[src/rtl/bfsc_pkg.sv]
// ----------------------------------------------------------------------------
// bfsc_pkg
// Shared types and constants of the backlight fade/sleep controller.
// ----------------------------------------------------------------------------
package bfsc_pkg;

  localparam int LEVEL_W   = 8;
  localparam int IDLE_W    = 26;
  localparam int FADE_W    = 4;
  localparam int TMO_W     = 16;
  localparam int PADDR_W   = 3;
  localparam int PDATA_W   = 32;

  localparam logic [LEVEL_W-1:0] DEFAULT_LEVEL  = 8'd220;
  localparam logic [FADE_W-1:0]  FADE_PERIOD_MS = 4'd10;
  localparam logic [LEVEL_W-1:0] FAR_DIST       = 8'd20;
  localparam logic [LEVEL_W-1:0] NEAR_DIST      = 8'd5;
  localparam logic [LEVEL_W-1:0] STEP_FAR       = 8'd8;
  localparam logic [LEVEL_W-1:0] STEP_MID       = 8'd4;
  localparam logic [LEVEL_W-1:0] STEP_NEAR      = 8'd1;
  localparam logic [IDLE_W-1:0]  IDLE_MAX       = {IDLE_W{1'b1}};
  localparam logic [IDLE_W-1:0]  MS_PER_SEC     = 26'd1000;

  // Register index, taken from paddr[2]
  localparam logic REG_TIMEOUT = 1'b0;
  localparam logic REG_INIT    = 1'b1;

  typedef enum logic [2:0] {
    MODE_TICK    = 3'd0,
    MODE_SET     = 3'd1,
    MODE_WAKE    = 3'd2,
    MODE_SLEEP   = 3'd3,
    MODE_TOGGLE  = 3'd4,
    MODE_RESTART = 3'd5
  } mode_t;

  typedef struct packed {
    logic [IDLE_W-1:0]  sleep_thr;   // timeout_sec * 1000, 0 = off
    logic [LEVEL_W-1:0] init_level;  // raw initial_brightness
  } cfg_t;

  typedef struct packed {
    logic [LEVEL_W-1:0] duty;
    logic               awake;
    logic [LEVEL_W-1:0] user_level;
  } res_t;

endpackage

[src/rtl/bfsc_if.sv]
// ----------------------------------------------------------------------------
// bfsc_if
// Valid/ready channels of the controller: event input and result output.
// ----------------------------------------------------------------------------
interface bfsc_in_if;
  logic       valid;
  logic       ready;
  logic [2:0] mode;
  logic [7:0] level;
  logic       fade;

  modport source (output valid, output mode, output level, output fade, input ready);
  modport sink   (input valid, input mode, input level, input fade, output ready);
endinterface

interface bfsc_out_if;
  logic       valid;
  logic       ready;
  logic [7:0] duty;
  logic       awake;
  logic [7:0] user_level;

  modport source (output valid, output duty, output awake, output user_level, input ready);
  modport sink   (input valid, input duty, input awake, input user_level, output ready);
endinterface

[src/rtl/bfsc_cfg.sv]
// ----------------------------------------------------------------------------
// bfsc_cfg
// APB register file: timeout and restart brightness.
// ----------------------------------------------------------------------------
module bfsc_cfg (
  input  logic                           clk,
  input  logic                           rst_n,
  input  logic                           psel,
  input  logic                           penable,
  input  logic                           pwrite,
  input  logic [bfsc_pkg::PADDR_W-1:0]   paddr,
  input  logic [bfsc_pkg::PDATA_W-1:0]   pwdata,
  output logic [bfsc_pkg::PDATA_W-1:0]   prdata,
  output logic                           pready,
  output bfsc_pkg::cfg_t                 cfg
);

  logic [bfsc_pkg::TMO_W-1:0]   timeout_r;
  logic [bfsc_pkg::IDLE_W-1:0]  thr_r;
  logic [bfsc_pkg::LEVEL_W-1:0] init_r;
  logic                         wr_en;

  assign pready = 1'b1;
  assign wr_en  = psel && penable && pwrite;

  always_ff @(posedge clk) begin
    if (!rst_n) begin
      timeout_r <= '0;
      thr_r     <= '0;
      init_r    <= bfsc_pkg::DEFAULT_LEVEL;
    end else if (wr_en) begin
      if (paddr[2] == bfsc_pkg::REG_TIMEOUT) begin
        timeout_r <= pwdata[bfsc_pkg::TMO_W-1:0];
        // 16 x 10 bit constant product, fits in the idle counter width
        thr_r     <= bfsc_pkg::IDLE_W'(pwdata[bfsc_pkg::TMO_W-1:0]) * bfsc_pkg::MS_PER_SEC;
      end else begin
        init_r    <= pwdata[bfsc_pkg::LEVEL_W-1:0];
      end
    end
  end

  always_comb begin
    if (paddr[2] == bfsc_pkg::REG_TIMEOUT) begin
      prdata = bfsc_pkg::PDATA_W'(timeout_r);
    end else begin
      prdata = bfsc_pkg::PDATA_W'(init_r);
    end
  end

  assign cfg.sleep_thr  = thr_r;
  assign cfg.init_level = init_r;

endmodule

[src/rtl/bfsc_core.sv]
// ----------------------------------------------------------------------------
// bfsc_core
// Fade/sleep state and its registered update per accepted event.
// ----------------------------------------------------------------------------
module bfsc_core (
  input  logic                          clk,
  input  logic                          rst_n,
  input  logic                          accept,
  input  logic [2:0]                    mode,
  input  logic [bfsc_pkg::LEVEL_W-1:0]  level,
  input  logic                          fade,
  input  bfsc_pkg::cfg_t                cfg,
  output bfsc_pkg::res_t                res
);

  logic [bfsc_pkg::LEVEL_W-1:0] cur_r, cur_nxt;
  logic [bfsc_pkg::LEVEL_W-1:0] tgt_r, tgt_nxt;
  logic [bfsc_pkg::LEVEL_W-1:0] chosen_r, chosen_nxt;
  logic                         awake_r, awake_nxt;
  logic [bfsc_pkg::FADE_W-1:0]  fade_ms_r, fade_ms_nxt;
  logic [bfsc_pkg::IDLE_W-1:0]  idle_r, idle_nxt;

  logic [bfsc_pkg::LEVEL_W-1:0] diff, step, stepped, init_eff;
  logic [bfsc_pkg::FADE_W-1:0]  fade_inc;
  logic [bfsc_pkg::IDLE_W-1:0]  idle_inc;
  logic                         going_up;

  // one fade step toward target; step sizes never exceed the distance
  always_comb begin
    going_up = tgt_r > cur_r;
    diff     = going_up ? (tgt_r - cur_r) : (cur_r - tgt_r);
    if (diff > bfsc_pkg::FAR_DIST) begin
      step = bfsc_pkg::STEP_FAR;
    end else if (diff > bfsc_pkg::NEAR_DIST) begin
      step = bfsc_pkg::STEP_MID;
    end else if (diff != '0) begin
      step = bfsc_pkg::STEP_NEAR;
    end else begin
      step = '0;
    end
    stepped  = going_up ? (cur_r + step) : (cur_r - step);
    fade_inc = fade_ms_r + 1'b1;
    idle_inc = (idle_r == bfsc_pkg::IDLE_MAX) ? idle_r : (idle_r + 1'b1);
    init_eff = (cfg.init_level != '0) ? cfg.init_level : bfsc_pkg::DEFAULT_LEVEL;
  end

  always_comb begin
    cur_nxt     = cur_r;
    tgt_nxt     = tgt_r;
    chosen_nxt  = chosen_r;
    awake_nxt   = awake_r;
    fade_ms_nxt = fade_ms_r;
    idle_nxt    = idle_r;
    if (accept) begin
      case (bfsc_pkg::mode_t'(mode))
        bfsc_pkg::MODE_TICK: begin
          if (fade_inc >= bfsc_pkg::FADE_PERIOD_MS) begin
            fade_ms_nxt = '0;
            cur_nxt     = stepped;
          end else begin
            fade_ms_nxt = fade_inc;
          end
          idle_nxt = idle_inc;
          if (awake_r && (cfg.sleep_thr != '0) && (idle_inc >= cfg.sleep_thr)) begin
            awake_nxt = 1'b0;
            tgt_nxt   = '0;
          end
        end
        bfsc_pkg::MODE_SET: begin
          chosen_nxt = level;
          idle_nxt   = '0;
          if (awake_r) begin
            tgt_nxt = level;
            if (!fade) begin
              cur_nxt = level;
            end
          end
        end
        bfsc_pkg::MODE_WAKE: begin
          idle_nxt = '0;
          if (!awake_r) begin
            awake_nxt = 1'b1;
            tgt_nxt   = chosen_r;
          end
        end
        bfsc_pkg::MODE_SLEEP: begin
          if (awake_r) begin
            awake_nxt = 1'b0;
            tgt_nxt   = '0;
          end
        end
        bfsc_pkg::MODE_TOGGLE: begin
          if (awake_r) begin
            awake_nxt = 1'b0;
            tgt_nxt   = '0;
          end else begin
            awake_nxt = 1'b1;
            tgt_nxt   = chosen_r;
            idle_nxt  = '0;
          end
        end
        bfsc_pkg::MODE_RESTART: begin
          chosen_nxt = init_eff;
          tgt_nxt    = init_eff;
          cur_nxt    = '0;
          awake_nxt  = 1'b1;
          idle_nxt   = '0;
        end
        default: begin
        end
      endcase
    end
  end

  always_ff @(posedge clk) begin
    if (!rst_n) begin
      cur_r     <= '0;
      tgt_r     <= bfsc_pkg::DEFAULT_LEVEL;
      chosen_r  <= bfsc_pkg::DEFAULT_LEVEL;
      awake_r   <= 1'b1;
      fade_ms_r <= '0;
      idle_r    <= '0;
    end else begin
      cur_r     <= cur_nxt;
      tgt_r     <= tgt_nxt;
      chosen_r  <= chosen_nxt;
      awake_r   <= awake_nxt;
      fade_ms_r <= fade_ms_nxt;
      idle_r    <= idle_nxt;
    end
  end

  assign res.duty       = cur_nxt;
  assign res.awake      = awake_nxt;
  assign res.user_level = chosen_nxt;

  // fade counter wraps before it reaches the period
  a_fade_range: assert property (@(posedge clk) disable iff (!rst_n)
    fade_ms_r < bfsc_pkg::FADE_PERIOD_MS)
    else $error("fade counter out of range");

  // asleep always means fading toward black
  a_sleep_tgt: assert property (@(posedge clk) disable iff (!rst_n)
    !awake_r |-> (tgt_r == '0))
    else $error("asleep with nonzero target");

  // state only moves on an accepted transaction
  a_hold: assert property (@(posedge clk) disable iff (!rst_n)
    !accept |=> $stable(cur_r) && $stable(idle_r) && $stable(awake_r))
    else $error("state changed without a transaction");

endmodule

[src/rtl/bfsc_obuf.sv]
// ----------------------------------------------------------------------------
// bfsc_obuf
// Result register plus one skid entry, decouples input from output stalls.
// ----------------------------------------------------------------------------
module bfsc_obuf (
  input  logic           clk,
  input  logic           rst_n,
  input  logic           push,
  input  bfsc_pkg::res_t push_data,
  output logic           push_ready,
  output logic           out_valid,
  input  logic           out_ready,
  output bfsc_pkg::res_t out_data
);

  logic           out_valid_r, out_valid_nxt;
  logic           skid_valid_r, skid_valid_nxt;
  bfsc_pkg::res_t out_data_r, out_data_nxt;
  bfsc_pkg::res_t skid_data_r, skid_data_nxt;
  logic           pop;

  assign pop        = out_valid_r && out_ready;
  assign push_ready = !skid_valid_r;

  always_comb begin
    out_valid_nxt  = out_valid_r;
    skid_valid_nxt = skid_valid_r;
    out_data_nxt   = out_data_r;
    skid_data_nxt  = skid_data_r;
    if (pop || !out_valid_r) begin
      if (skid_valid_r) begin
        out_valid_nxt  = 1'b1;
        out_data_nxt   = skid_data_r;
        skid_valid_nxt = 1'b0;
      end else begin
        out_valid_nxt  = push;
        out_data_nxt   = push_data;
      end
    end else if (push) begin
      skid_valid_nxt = 1'b1;
      skid_data_nxt  = push_data;
    end
  end

  always_ff @(posedge clk) begin
    if (!rst_n) begin
      out_valid_r  <= 1'b0;
      skid_valid_r <= 1'b0;
    end else begin
      out_valid_r  <= out_valid_nxt;
      skid_valid_r <= skid_valid_nxt;
    end
  end

  always_ff @(posedge clk) begin
    out_data_r  <= out_data_nxt;
    skid_data_r <= skid_data_nxt;
  end

  assign out_valid = out_valid_r;
  assign out_data  = out_data_r;

  // skid entry is only used behind a held result
  a_skid_order: assert property (@(posedge clk) disable iff (!rst_n)
    skid_valid_r |-> out_valid_r)
    else $error("skid entry without result");

  // no push lands on a full skid entry
  a_no_overrun: assert property (@(posedge clk) disable iff (!rst_n)
    push |-> !skid_valid_r)
    else $error("push into full buffer");

endmodule

[src/rtl/backlight_fade_sleep_controller_unit.sv]
// ----------------------------------------------------------------------------
// backlight_fade_sleep_controller_unit
// Backlight PWM duty controller with timed fade and inactivity sleep.
// ----------------------------------------------------------------------------
// One event per transaction (1 ms tick, set brightness, wake, sleep, toggle,
// restart), one result per event carrying duty, awake and the user level.
// Throughput is one event per clock while the skid entry is free: the whole
// state update is a single register-to-register pass, and the result is
// registered at acceptance. A one-entry skid buffer behind the output
// register keeps the input ready for one more event while a result is
// held; in_ch.ready drops only when both are full. Every 10 ticks the duty
// steps 8, 4 or 1 toward the target. Auto-sleep fires when the saturating
// idle count reaches timeout_sec * 1000; the product is formed at register
// write time, so write configuration only while no events are in flight.
// No clearing pass after reset; the block is ready straight out of reset.
// ----------------------------------------------------------------------------
module backlight_fade_sleep_controller_unit (
  input  logic                          clk,
  input  logic                          rst_n,
  bfsc_in_if.sink                       in_ch,
  bfsc_out_if.source                    out_ch,
  input  logic                          psel,
  input  logic                          penable,
  input  logic                          pwrite,
  input  logic [bfsc_pkg::PADDR_W-1:0]  paddr,
  input  logic [bfsc_pkg::PDATA_W-1:0]  pwdata,
  output logic [bfsc_pkg::PDATA_W-1:0]  prdata,
  output logic                          pready
);

  bfsc_pkg::cfg_t cfg;
  bfsc_pkg::res_t res;
  bfsc_pkg::res_t out_data;
  logic           in_ready;
  logic           accept;

  // config registers; threshold precomputed on write
  bfsc_cfg u_cfg (
    .clk     (clk),
    .rst_n   (rst_n),
    .psel    (psel),
    .penable (penable),
    .pwrite  (pwrite),
    .paddr   (paddr),
    .pwdata  (pwdata),
    .prdata  (prdata),
    .pready  (pready),
    .cfg     (cfg)
  );

  assign in_ch.ready = in_ready;
  assign accept      = in_ch.valid && in_ready;

  // state update happens at the accepting edge; res is the post-event view
  bfsc_core u_core (
    .clk    (clk),
    .rst_n  (rst_n),
    .accept (accept),
    .mode   (in_ch.mode),
    .level  (in_ch.level),
    .fade   (in_ch.fade),
    .cfg    (cfg),
    .res    (res)
  );

  // result register + skid
  bfsc_obuf u_obuf (
    .clk        (clk),
    .rst_n      (rst_n),
    .push       (accept),
    .push_data  (res),
    .push_ready (in_ready),
    .out_valid  (out_ch.valid),
    .out_ready  (out_ch.ready),
    .out_data   (out_data)
  );

  assign out_ch.duty       = out_data.duty;
  assign out_ch.awake      = out_data.awake;
  assign out_ch.user_level = out_data.user_level;

endmodule

[src/flat_wrapper.sv]
// flat-port wrapper written by rule: the top's interface ports become plain ports
module backlight_fade_sleep_controller_unit_flat 
  (clk, rst_n, psel, penable, pwrite, paddr, pwdata, prdata, pready, in_ch_valid, in_ch_mode, in_ch_level, in_ch_fade, in_ch_ready, out_ch_valid, out_ch_duty, out_ch_awake, out_ch_user_level, out_ch_ready);
  bfsc_in_if in_ch_i ();
  bfsc_out_if out_ch_i ();
  input  logic clk;
  input  logic rst_n;
  input  logic psel;
  input  logic penable;
  input  logic pwrite;
  input  logic [bfsc_pkg::PADDR_W-1:0] paddr;
  input  logic [bfsc_pkg::PDATA_W-1:0] pwdata;
  output logic [bfsc_pkg::PDATA_W-1:0] prdata;
  output logic pready;
  input wire logic [$bits(in_ch_i.valid)-1:0] in_ch_valid;
  input wire logic [$bits(in_ch_i.mode)-1:0] in_ch_mode;
  input wire logic [$bits(in_ch_i.level)-1:0] in_ch_level;
  input wire logic [$bits(in_ch_i.fade)-1:0] in_ch_fade;
  output wire logic [$bits(in_ch_i.ready)-1:0] in_ch_ready;
  output wire logic [$bits(out_ch_i.valid)-1:0] out_ch_valid;
  output wire logic [$bits(out_ch_i.duty)-1:0] out_ch_duty;
  output wire logic [$bits(out_ch_i.awake)-1:0] out_ch_awake;
  output wire logic [$bits(out_ch_i.user_level)-1:0] out_ch_user_level;
  input wire logic [$bits(out_ch_i.ready)-1:0] out_ch_ready;
  assign in_ch_i.valid = in_ch_valid;
  assign in_ch_i.mode = in_ch_mode;
  assign in_ch_i.level = in_ch_level;
  assign in_ch_i.fade = in_ch_fade;
  assign in_ch_ready = in_ch_i.ready;
  assign out_ch_valid = out_ch_i.valid;
  assign out_ch_duty = out_ch_i.duty;
  assign out_ch_awake = out_ch_i.awake;
  assign out_ch_user_level = out_ch_i.user_level;
  assign out_ch_i.ready = out_ch_ready;
  backlight_fade_sleep_controller_unit u_core (.clk(clk), .rst_n(rst_n), .in_ch(in_ch_i), .out_ch(out_ch_i), .psel(psel), .penable(penable), .pwrite(pwrite), .paddr(paddr), .pwdata(pwdata), .prdata(prdata), .pready(pready));
endmodule
[config.mk]
export PLATFORM = sky130hd
export DESIGN_NAME = backlight_fade_sleep_controller_unit_flat
export DESIGN_NICKNAME = d
export VERILOG_FILES = /design/src/rtl/bfsc_pkg.sv /design/src/rtl/bfsc_if.sv /design/src/rtl/bfsc_cfg.sv /design/src/rtl/bfsc_core.sv /design/src/rtl/bfsc_obuf.sv /design/src/rtl/backlight_fade_sleep_controller_unit.sv /design/src/flat_wrapper.sv
export SDC_FILE = /design/constraint.sdc
export NUM_CORES = 1
export LEC_CHECK = 0
export BUFFER_PORTS_ARGS = -buffer_cell sky130_fd_sc_hd__buf_2
export CORE_MARGIN = 4
export CORE_UTILIZATION = 45
export DETAILED_ROUTE_END_ITERATION = 8
export PLACE_DENSITY = 0.7
export SLEW_MARGIN = 0
export SYNTH_ARGS = -nofsm -noshare
export SYNTH_HDL_FRONTEND = slang
export SYNTH_HIERARCHICAL = 1
export SYNTH_SLANG_ARGS = --single-unit
[constraint.sdc]
create_clock -name clk -period 7.95 [get_ports clk]
set_input_delay 1.59 -clock clk [delete_from_list [all_inputs] [get_ports clk]]
set_output_delay 1.59 -clock clk [all_outputs]
set_load 0.01 [all_outputs]
==> results.py, run 1 <==
metrics = {
    "clock_network": {
        "cts_buffers": 17,
        "max-clock-path-buffers": 2,
        "clk_pin_slew_ns": 0.07,
        "cts_tree": "yes",
        "h-tree-depth": 4,
        "clock-sinks": 136,
        "postCtsHoldBufs": 0,
        "root_buffer": "clkbuf_16",
        "post_cts_buffers": 0,
        "cts-resized-gates": 0,
        "clk_latency_ns": 0.43,
    },
    "floorplanning": {
        "initial_core_util_pct": 46.04,
        "core_um2": 24530,
        "num_rows": 57,
        "die-height_um": 166.4,
        "die_w_um": 166.4,
        "die_area_um2": 27700,
        "io_pins": 106,
    },
    "timing": {
        "tightest_slew_ns": 1.109,
        "finalCritPeriodShare_pct": 75.65,
        "hold_viol": 0,
        "finalCriticalPeriod_ns": 6.014,
        "slew_headroom_pct": 25.92,
        "skew_ns": 0.008245,
        "rsz0062_at_grt": "false",
        "setup_slack_ns": 1.936,
        "setup_viol": 0,
        "fin_tns_setup_ns": 0,
        "slew_viol_final": 0,
        "max_freq_ghz": 0.1663,
    },
    "setup_path": {
        "startpoint_type": "register",
        "worst_setup_path_end_kind": "register",
        "path_class": "register to register",
        "cp_max_fo": 14,
        "required_ns": 8.14,
        "arrival_ns": 6.20,
    },
    "min_path": {
        "worstHoldPathType": "register to register",
    },
    "logic_synthesis": {
        "synthMuxAreaShare_pct": 4.386,
        "avgSynthCellArea_um2": 8.866,
        "async_flop_share_pct": 0,
        "ys_warn_count": 6,
        "synth-simple-area-share_pct": 17.42,
        "synth_compound_area_share_pct": 17.18,
        "syn_area_um2": 11300,
        "synth_ff_type": "dfxtp_1",
        "synth_edf_count": 34,
        "synth_seq_cells": 136,
        "synth_cells": 1274,
        "synth_top_family_by_area": "adder cells",
        "synthAdderAreaFrac_pct": 21.84,
        "synth-seq-area-share_pct": 27.12,
        "synth_cell_types": 88,
        "synth_xor_area_share_pct": 3.567,
    },
    "final_layout": {
        "drive_gt1_share_pct": 13.36,
        "n_fill_cell": 2318,
        "area_growth_pct": 8.884,
        "diodes": 0,
        "finalNonFillerCells": 1649,
        "nNetsFinal": 1529,
    },
    "power_and_ir_drop": {
        "leakage_uw": 0.005244,
        "power_density_nw_per_um2": 238.9,
        "ir_worst_vdd_v": 0.0002123,
    },
    "placed_design": {
        "post-place-ws_ns": 1.977,
        "post-dp-hpwl_um": 20040,
        "dp_cells": 1617,
        "port-buffer-count": 70,
        "place_congestion": 0.8963,
    },
    "detailed_routing": {
        "drcViolationCount": 0,
        "vias": 9093,
        "wl_um": 26100,
        "wl_per_cell_um": 15.83,
        "routed_via_density": 5.514,
        "drtPass1Iterations": 5,
        "ant_nets": 0,
        "first_iter_violations": 532,
    },
    "global_routing": {
        "grt_max_degree": 78,
        "grt.overflow.total": 0,
        "antenna_found_initial": 0,
        "grt_pass1_wl_um": 43880,
        "grt.total_usage_pct": 18.98,
        "grt_pass1_vias": 8988,
    },
    "job": {
        "drv_cap": 0,
    },
    "status": {
        "status": "finished clean",
    },
}
final timing paths:
path,from,endpoint,slack (ns),depth (start not counted)
worst min-delay path,u_core/u_cfg/timeout_r[5]$_SDFFE_PN0P_,u_core/u_cfg/timeout_r[5]$_SDFFE_PN0P_,0.46,2
worst max register to register,u_core/u_core/cur_r[5]$_SDFF_PN0_,u_core/u_obuf/out_data[16]$_DFFE_PP_,1.94,22
worst max-delay path,u_core/u_core/cur_r[5]$_SDFF_PN0_,u_core/u_obuf/out_data[16]$_DFFE_PP_,1.94,22
worst min register to register,u_core/u_cfg/timeout_r[5]$_SDFFE_PN0P_,u_core/u_cfg/timeout_r[5]$_SDFFE_PN0P_,0.46,2
synth_stat cells (19+ instances only):
master	instances	share of area, %
a21oi_1	69	3.1
xnor2_1	29	2.2
nand3_1	27	1.2
dfxtp_1	102	18
o21ai_0	54	2.4
clkbuf_1	34	1.1
inv_1	138	4.6
fa_1	57	10
nand4_1	25	1.4
nand2_1	136	4.5
mux2_2	20	2.0
a21boi_0	25	1.7
nor2b_1	20	1.1
and2_1	20	1.1
buf_4	23	1.5
nor2_1	71	2.4
nor3_1	21	0.93
a21o_1	19	1.3
ha_1	106	12
edfxtp_1	34	9.0
sequential cells by signal, summed over array words and instances (netlist names), 4 cells and up:
register	count
u_core/u_core/idle_r	26
u_core/u_cfg/thr_r	21
u_core/u_obuf/out_data	17
u_core/u_obuf/skid_data_r	17
u_core/u_cfg/timeout_r	16
u_core/u_cfg/init_r	8
u_core/u_core/chosen_r	8
u_core/u_core/cur_r	8
u_core/u_core/tgt_r	8
u_core/u_core/fade_ms_r	4
stage by stage:
step | power, uW | util, % | cell area [um2] | hold WS (ns)
4_1_cts | 2955 | 50.13 | 12300 | 0.4679
3_3_place_gp | 2153 | 47.86 | 11740 | 0.4481
2_1_floorplan | 1888 | - | 11360 | 0.4389
5_1_grt | 3184 | 50.13 | 12300 | 0.4881
6_report | 2939 | 50.13 | 12300 | 0.4614
3_5_place_dp | 2176 | 47.86 | 11740 | 0.4580
report_power, final:
group          leakage, uW  internal [uW]  switching, uW
combinational      0.00379            554            850
sequential         0.00117            744           28.1
clock             0.000278            414            348
total              0.00524           1710           1230
cells in the final DEF, fill, tap and decap left out, types with 21 or more instances in the layout:
cell type and n:
inv_1 138, a21boi_0 25, nor3_1 21, nand4_1 25, fa_1 57, o21ai_0 54
a21oi_1 69, nand3_1 27, xnor2_1 29, nand2_1 136, buf_2 70, edfxtp_1 34
dfxtp_1 102, ha_1 106, nor2_1 70
metal layers:
layer  up-vias  GRT usage (%)  share of wire, %
li1       4470              -                 -
met1      4407          24.42                45
met2       186          32.93                49
met3        30          3.081               4.2
met4         0          5.727               1.7
met5         -              0                 0
logic make-up (layout without fill, tap and decap cells):
logic type / count (synthesis) / after routing
compound gates: 279 / 279
xor+xnor: 46 / 46
fa+ha+maj: 163 / 163
buf+inv: 214 / 247
flops: 136 / 136
mux: 43 / 43
other cells: 2 / 20
simple gates: 391 / 391
cell type report:
type	count	area, um2	share of cell area (%)
repair buffers	77	402.9	3.276
flip-flops and latches	136	3063	24.90
well taps	324	405.4	3.296
inverters	138	518.0	4.212
clock buffers	18	429.2	3.489
clock inverters	14	128.9	1.048
multi-input cells	942	7352	59.78
critical path, stage by stage, from the launching register on:
cell and delay [ns]:
dfxtp_1 0.42, inv_1 0.11, ha_1 0.43, a211oi_2 0.26
nor2_1 0.12, o31ai_4 0.56, mux2i_1 0.28, xor2_1 0.35
nand2_1 0.20, mux2i_1 0.26, nand3_1 0.11, ha_1 0.24
ha_1 0.27, nor2_1 0.04, a21o_1 0.20, ha_1 0.32
a21boi_0 0.19, o21ai_0 0.16, a21oi_1 0.21, mux2i_1 0.26
mux2i_1 0.32, nand2_1 0.17, mux2_2 0.28
Power figures use the tool's default switching activity.
==> inputs of run 2 (changes only) <==
==> constraint.sdc (replaced) <==
create_clock -name clk -period 6.1 [get_ports clk]
set_input_delay 1.22 -clock clk [delete_from_list [all_inputs] [get_ports clk]]
set_output_delay 1.22 -clock clk [all_outputs]
set_load 0.01 [all_outputs]
==> run 2 against run 1 <==
Non-clock buffer count increased by 4; first-iteration DRC count up 6.0%; maximum frequency rose by 6.7%; highest routed layer unchanged.
==> results.py, run 2 (synthesized netlist as in run 1, its figures left out) <==
metrics = {
    "final_layout": {
        "drive_gt1_share_pct": 13.54,
        "nNetsFinal": 1533,
        "multi_input_area_um2": 7360,
        "diodes": 0,
        "layout_common_cells": "inv_1, nand2_1, ha_1",
        "top_regs": "u_core/u_core/idle_r: 26 flops, u_core/u_cfg/thr_r: 21 flops",
        "n_fill_cell": 2284,
        "finish.utilization_pct": 50.36,
        "top_register": "u_core/u_core/idle_r",
        "area_growth_pct": 9.382,
        "final_common_cell": "inv_1",
        "layout.area.seq_um2": 3063,
        "largest_reg_flops": 26,
    },
    "clock_network": {
        "clk_latency_ns": 0.42,
        "clock-sinks": 136,
        "postCtsHoldBufs": 0,
        "clk_pin_slew_ns": 0.06,
        "cts-resized-gates": 0,
        "cts_tree": "yes",
        "root_buffer": "clkbuf_16",
        "h-tree-depth": 4,
        "cts_buffers": 17,
        "post_cts_buffers": 0,
        "max-clock-path-buffers": 2,
    },
    "setup_path": {
        "startpoint_type": "register",
        "worst_setup_path_end_kind": "register",
        "cp_max_fo": 8,
        "slowest_delay_ns": 0.44,
        "path_cells": "inv_1, ha_1, a21oi_2, a21oi_2, o31ai_4, mux2i_1, xor2_2, nand2_1, mux2i_1, nand3_1, ha_1, and2_1, a31oi_1, ha_1, o21ai_0, a21boi_0, o21ai_0, a21oi_1, mux2i_1, mux2i_1, nand2_1, mux2_2",
        "required_ns": 6.27,
        "path_common_cell": "mux2i_1",
        "crit_path_top_delay_cell": "dfxtp_1",
        "arrival_ns": 5.81,
        "path_class": "register to register",
    },
    "detailed_routing": {
        "first_iter_violations": 564,
        "drcViolationCount": 0,
        "wl_per_cell_um": 16.16,
        "ant_nets": 0,
        "drtPass1Iterations": 7,
        "vias": 9210,
        "routed_via_density": 5.572,
        "wl_um": 26710,
    },
    "placed_design": {
        "place_congestion": 0.8923,
        "post-dp-hpwl_um": 20430,
        "port-buffer-count": 70,
    },
    "timing": {
        "skew_ns": 0.006819,
        "max_freq_ghz": 0.1774,
        "tightest_slew_ns": 1.095,
        "hold_viol": 0,
        "finalCriticalPeriod_ns": 5.637,
        "rsz0062_at_grt": "false",
        "slew_viol_final": 0,
        "setup_viol": 0,
        "slew_headroom_pct": 27.02,
        "finalCritPeriodShare_pct": 92.42,
        "fin_tns_setup_ns": 0,
    },
    "power_and_ir_drop": {
        "power_density_nw_per_um2": 314.1,
        "leakage_uw": 0.005260,
        "ir_worst_vdd_v": 0.0002620,
    },
    "global_routing": {
        "grt_pass1_vias": 9145,
        "grt.total_usage_pct": 19.20,
        "grt_pass1_wl_um": 44460,
        "grt.overflow.total": 0,
        "grt_max_degree": 50,
        "antenna_found_initial": 0,
    },
    "floorplanning": {
        "io_pins": 106,
        "num_rows": 57,
        "core_um2": 24530,
        "die_w_um": 166.4,
        "initial_core_util_pct": 46.04,
        "die-height_um": 166.4,
        "die_area_um2": 27700,
    },
    "min_path": {
        "worstHoldPathType": "register to register",
    },
    "status": {
        "status": "finished clean",
    },
    "job": {
        "drv_cap": 0,
    },
}
run 2: path summary, 6_finish.rpt:
kind                                            from                                 endpoint  slack [ns]  depth (start not counted)
min          u_core/u_cfg/timeout_r[15]$_SDFFE_PN0P_  u_core/u_cfg/timeout_r[15]$_SDFFE_PN0P_        0.46                          2
min reg2reg  u_core/u_cfg/timeout_r[15]$_SDFFE_PN0P_  u_core/u_cfg/timeout_r[15]$_SDFFE_PN0P_        0.46                          2
max                u_core/u_core/cur_r[3]$_SDFF_PN0_     u_core/u_obuf/out_data[16]$_DFFE_PP_        0.46                         22
max reg2reg        u_core/u_core/cur_r[3]$_SDFF_PN0_     u_core/u_obuf/out_data[16]$_DFFE_PP_        0.46                         22
run 2: layer usage:
metal	vias to the layer above	track usage [%]	share of wire [%]
li1	4475	-	-
met1	4449	24.56	44
met2	243	32.98	49
met3	43	2.986	4.5
met4	0	7.008	2.6
met5	-	0	0
run 2: area by class of cell:
type,count,area share (%)
multi-input combinational,942,59.56
clock buffer,18,3.473
inverter,138,4.192
tap,324,3.281
clock inverter,14,1.195
sequential,136,24.79
timing repair buffer,81,3.504
run 2: stage by stage:
step                hold slack (ns)  std cells  area (um2)  power [uW]  worst slack [ns]
floorplan                    0.4389       1292       11360        2460             1.174
global placement             0.4476       1621       11770        2815            0.5460
detailed placement           0.4534       1621       11770        2844            0.4863
CTS                          0.4625       1653       12350        3893            0.4583
global route                 0.4808       1653       12360        4179           0.04661
finish                       0.4597       1653       12360        3881            0.4626
run 2: worst max-delay path, delay by kind of cell, from the launching register on:
family	cells	cell delay [ns]
AOI/OAI and AO/OA	8	1.52
xor gates and xnor gates	1	0.26
adders and majority gates	3	1.03
buffers and inverters	1	0.10
DFF	1	0.44
muxes	5	1.47
and+or+nand+nor	4	0.58
run 2: power breakdown:
| group | switching, uW | internal [uW] | total (uW) |
|---|---|---|---|
| logic | 1130 | 729 | 1850 |
| registers | 37.2 | 971 | 1010 |
| clock network | 415 | 604 | 1020 |
| total | 1580 | 2300 | 3880 |
==> inputs of run 3 (changes only) <==
--- a/config.mk
+++ b/config.mk
@@ -5,6 +5,7 @@
 export SDC_FILE = /design/constraint.sdc
 export NUM_CORES = 1
 export LEC_CHECK = 0
+export ABC_AREA = 1
 export BUFFER_PORTS_ARGS = -buffer_cell sky130_fd_sc_hd__buf_2
 export CORE_MARGIN = 4
 export CORE_UTILIZATION = 45
==> run 3 against run 2 <==
Die area is 3.3% higher; power fell by 0.22%; clock skew rose by 0.0052 ns; sequential cell count unchanged; global-route usage increased by 0.29 points; sequential power hardly changed; cell count grew 23%; clock power rose by 8%; design area up 3.5%; utilization is essentially flat; setup slack gained 0.85 ns.
==> results.py, run 3 <==
metrics = {
    "logic_synthesis": {
        "synth_cell_types": 53,
        "synthTopCellsByArea": "dfxtp_1, nand2_1, ha_1, fa_1, inv_1",
        "synth_cells": 1648,
        "async_flop_share_pct": 0,
        "synth_edf_count": 34,
        "synth-seq-area-share_pct": 26.21,
        "synth_seq_cells": 136,
        "avgSynthCellArea_um2": 7.090,
        "synth_top_area_share_pct": 17.48,
        "yosysMostFrequentCell": "nand2_1",
        "ys_top_cells_by_count": "nand2_1, inv_1, nor2_1",
        "ys_warn_count": 6,
        "yosys.area.top_type": "dfxtp_1",
        "syn_area_um2": 11680,
        "synth_ff_type": "dfxtp_1",
    },
    "floorplanning": {
        "initial_core_util_pct": 46.00,
        "num_rows": 58,
        "io_pins": 106,
        "die-height_um": 169.1,
        "die_w_um": 169.1,
        "die_area_um2": 28610,
        "core_um2": 25400,
    },
    "final_layout": {
        "diodes": 0,
        "multi_input_area_um2": 7211,
        "layout.area.seq_um2": 3063,
        "fin_area_um2": 12790,
        "n_fill_cell": 2491,
        "top_register": "u_core/u_core/idle_r",
        "nNetsFinal": 1915,
        "largest_reg_flops": 26,
        "drive_gt1_share_pct": 9.234,
        "final_common_cell": "nand2_1",
        "layout_common_cells": "nand2_1, inv_1, nor2_1",
        "area_growth_pct": 9.466,
        "top_regs": "u_core/u_core/idle_r: 26 flops, u_core/u_cfg/thr_r: 21 flops",
    },
    "clock_network": {
        "post_cts_buffers": 0,
        "clk_pin_slew_ns": 0.06,
        "postCtsHoldBufs": 0,
        "h-tree-depth": 4,
        "cts_tree": "yes",
        "cts-resized-gates": 0,
        "clk_latency_ns": 0.43,
        "clock-sinks": 136,
        "max-clock-path-buffers": 2,
        "root_buffer": "clkbuf_16",
        "cts_buffers": 17,
    },
    "setup_path": {
        "slowest_delay_ns": 0.44,
        "path_class": "register to register",
        "cp_max_fo": 10,
        "crit_path_top_delay_cell": "dfxtp_1",
        "path_common_cell": "nand2_1",
        "crit_family": "simple AND/OR/NAND/NOR gates",
        "arrival_ns": 4.97,
        "startpoint_type": "register",
        "required_ns": 6.28,
        "path_buf_inv": 5,
        "worst_setup_path_end_kind": "register",
    },
    "power_and_ir_drop": {
        "power_density_nw_per_um2": 302.8,
        "power.total_uw": 3872,
        "leakage_uw": 0.006585,
        "ir_worst_vdd_v": 0.0001791,
    },
    "placed_design": {
        "port-buffer-count": 70,
        "placed_area_um2": 12170,
        "place_congestion": 0.8974,
        "post-dp-hpwl_um": 21530,
    },
    "timing": {
        "finalCritPeriodShare_pct": 78.48,
        "skew_ns": 0.01198,
        "setup_viol": 0,
        "hold_viol": 0,
        "slew_viol_final": 0,
        "max_freq_ghz": 0.2089,
        "fin_tns_setup_ns": 0,
        "tightest_slew_ns": 1.271,
        "finalCriticalPeriod_ns": 4.787,
        "rsz0062_at_grt": "false",
        "slew_headroom_pct": 15.04,
    },
    "detailed_routing": {
        "vias": 10280,
        "wl_um": 27570,
        "drtPass1Iterations": 5,
        "wl_per_cell_um": 13.51,
        "drcViolationCount": 0,
        "ant_nets": 0,
        "routed_via_density": 5.037,
        "first_iter_violations": 657,
    },
    "global_routing": {
        "grt_max_degree": 38,
        "antenna_found_initial": 0,
        "grt_pass1_vias": 9889,
        "grt.total_usage_pct": 19.49,
        "grt_pass1_wl_um": 46510,
        "grt.overflow.total": 0,
    },
    "status": {
        "status": "finished clean",
    },
    "job": {
        "drv_cap": 0,
    },
    "min_path": {
        "worstHoldPathType": "register to register",
    },
}
## run 3: report_power, final
group	switching (uW)	internal [uW]	leakage [uW]
logic	1140	652	0.00512
registers	24.1	963	0.00117
clock network	422	673	0.000301
## run 3: cell type report
cell class	instances	area share, %
Clock inverter	12	1.281
Clock buffer	20	3.580
Inverter	293	8.618
Multi-Input combinational cell	1176	56.37
Timing Repair Buffer	74	2.974
Tap cell	330	3.228
Sequential cell	136	23.95
## run 3: path summary, 6_finish.rpt
check	slack [ns]	endpoint	cells after the start	from
setup / recovery	1.31	u_core/u_obuf/out_data[15]$_DFFE_PP_	33	u_core/u_core/tgt_r[0]$_SDFFE_PN0P_
hold / removal	0.49	u_core/u_cfg/timeout_r[12]$_SDFFE_PN0P_	2	u_core/u_cfg/timeout_r[12]$_SDFFE_PN0P_
setup reg to reg	1.31	u_core/u_obuf/out_data[15]$_DFFE_PP_	33	u_core/u_core/tgt_r[0]$_SDFFE_PN0P_
hold reg to reg	0.49	u_core/u_cfg/timeout_r[12]$_SDFFE_PN0P_	2	u_core/u_cfg/timeout_r[12]$_SDFFE_PN0P_
## run 3: metrics by stage
| stage | setup WS [ns] | utilization [%] | hold WS [ns] | cells |
|---|---|---|---|---|
| after global routing | 0.9259 | 50.36 | 0.5068 | 2041 |
| final | 1.313 | 50.36 | 0.4924 | 2041 |
| after global placement | 1.022 | 47.91 | 0.4694 | 2009 |
| after detailed placement | 0.9755 | 47.91 | 0.4777 | 2009 |
| after floorplan | 1.467 | - | 0.4303 | 1666 |
| after CTS | 1.297 | 50.36 | 0.4861 | 2041 |
## run 3: kinds of logic (layout without fill, tap and decap cells)
family | Yosys count | in the layout | share of synthesized area [%]
compound gates | 195 | 195 | 9.112
xor+xnor | 42 | 42 | 3.148
fa+ha+maj | 163 | 163 | 21.12
buf+inv | 354 | 399 | 12.66
flops | 136 | 136 | 26.21
mux | 1 | 1 | 0.08567
other cells | 2 | 20 | 0.06427
simple gates | 755 | 755 | 27.60
## run 3: metal layers
layer	vias up	GRT usage [%]	wire length (um)	share of wire (%)
li1	5235	-	-	-
met1	4760	25.36	12620	46
met2	247	33.74	13280	48
met3	39	2.912	1112	4.0
met4	0	5.705	548	2.0
met5	-	0	0	0
## run 3: tightest hold or removal path: cells and delay by family, from the launching register on
kind	cells	cell delay, ns
compound gates	1	0.07
buf+inv	1	0.09
flops	1	0.29
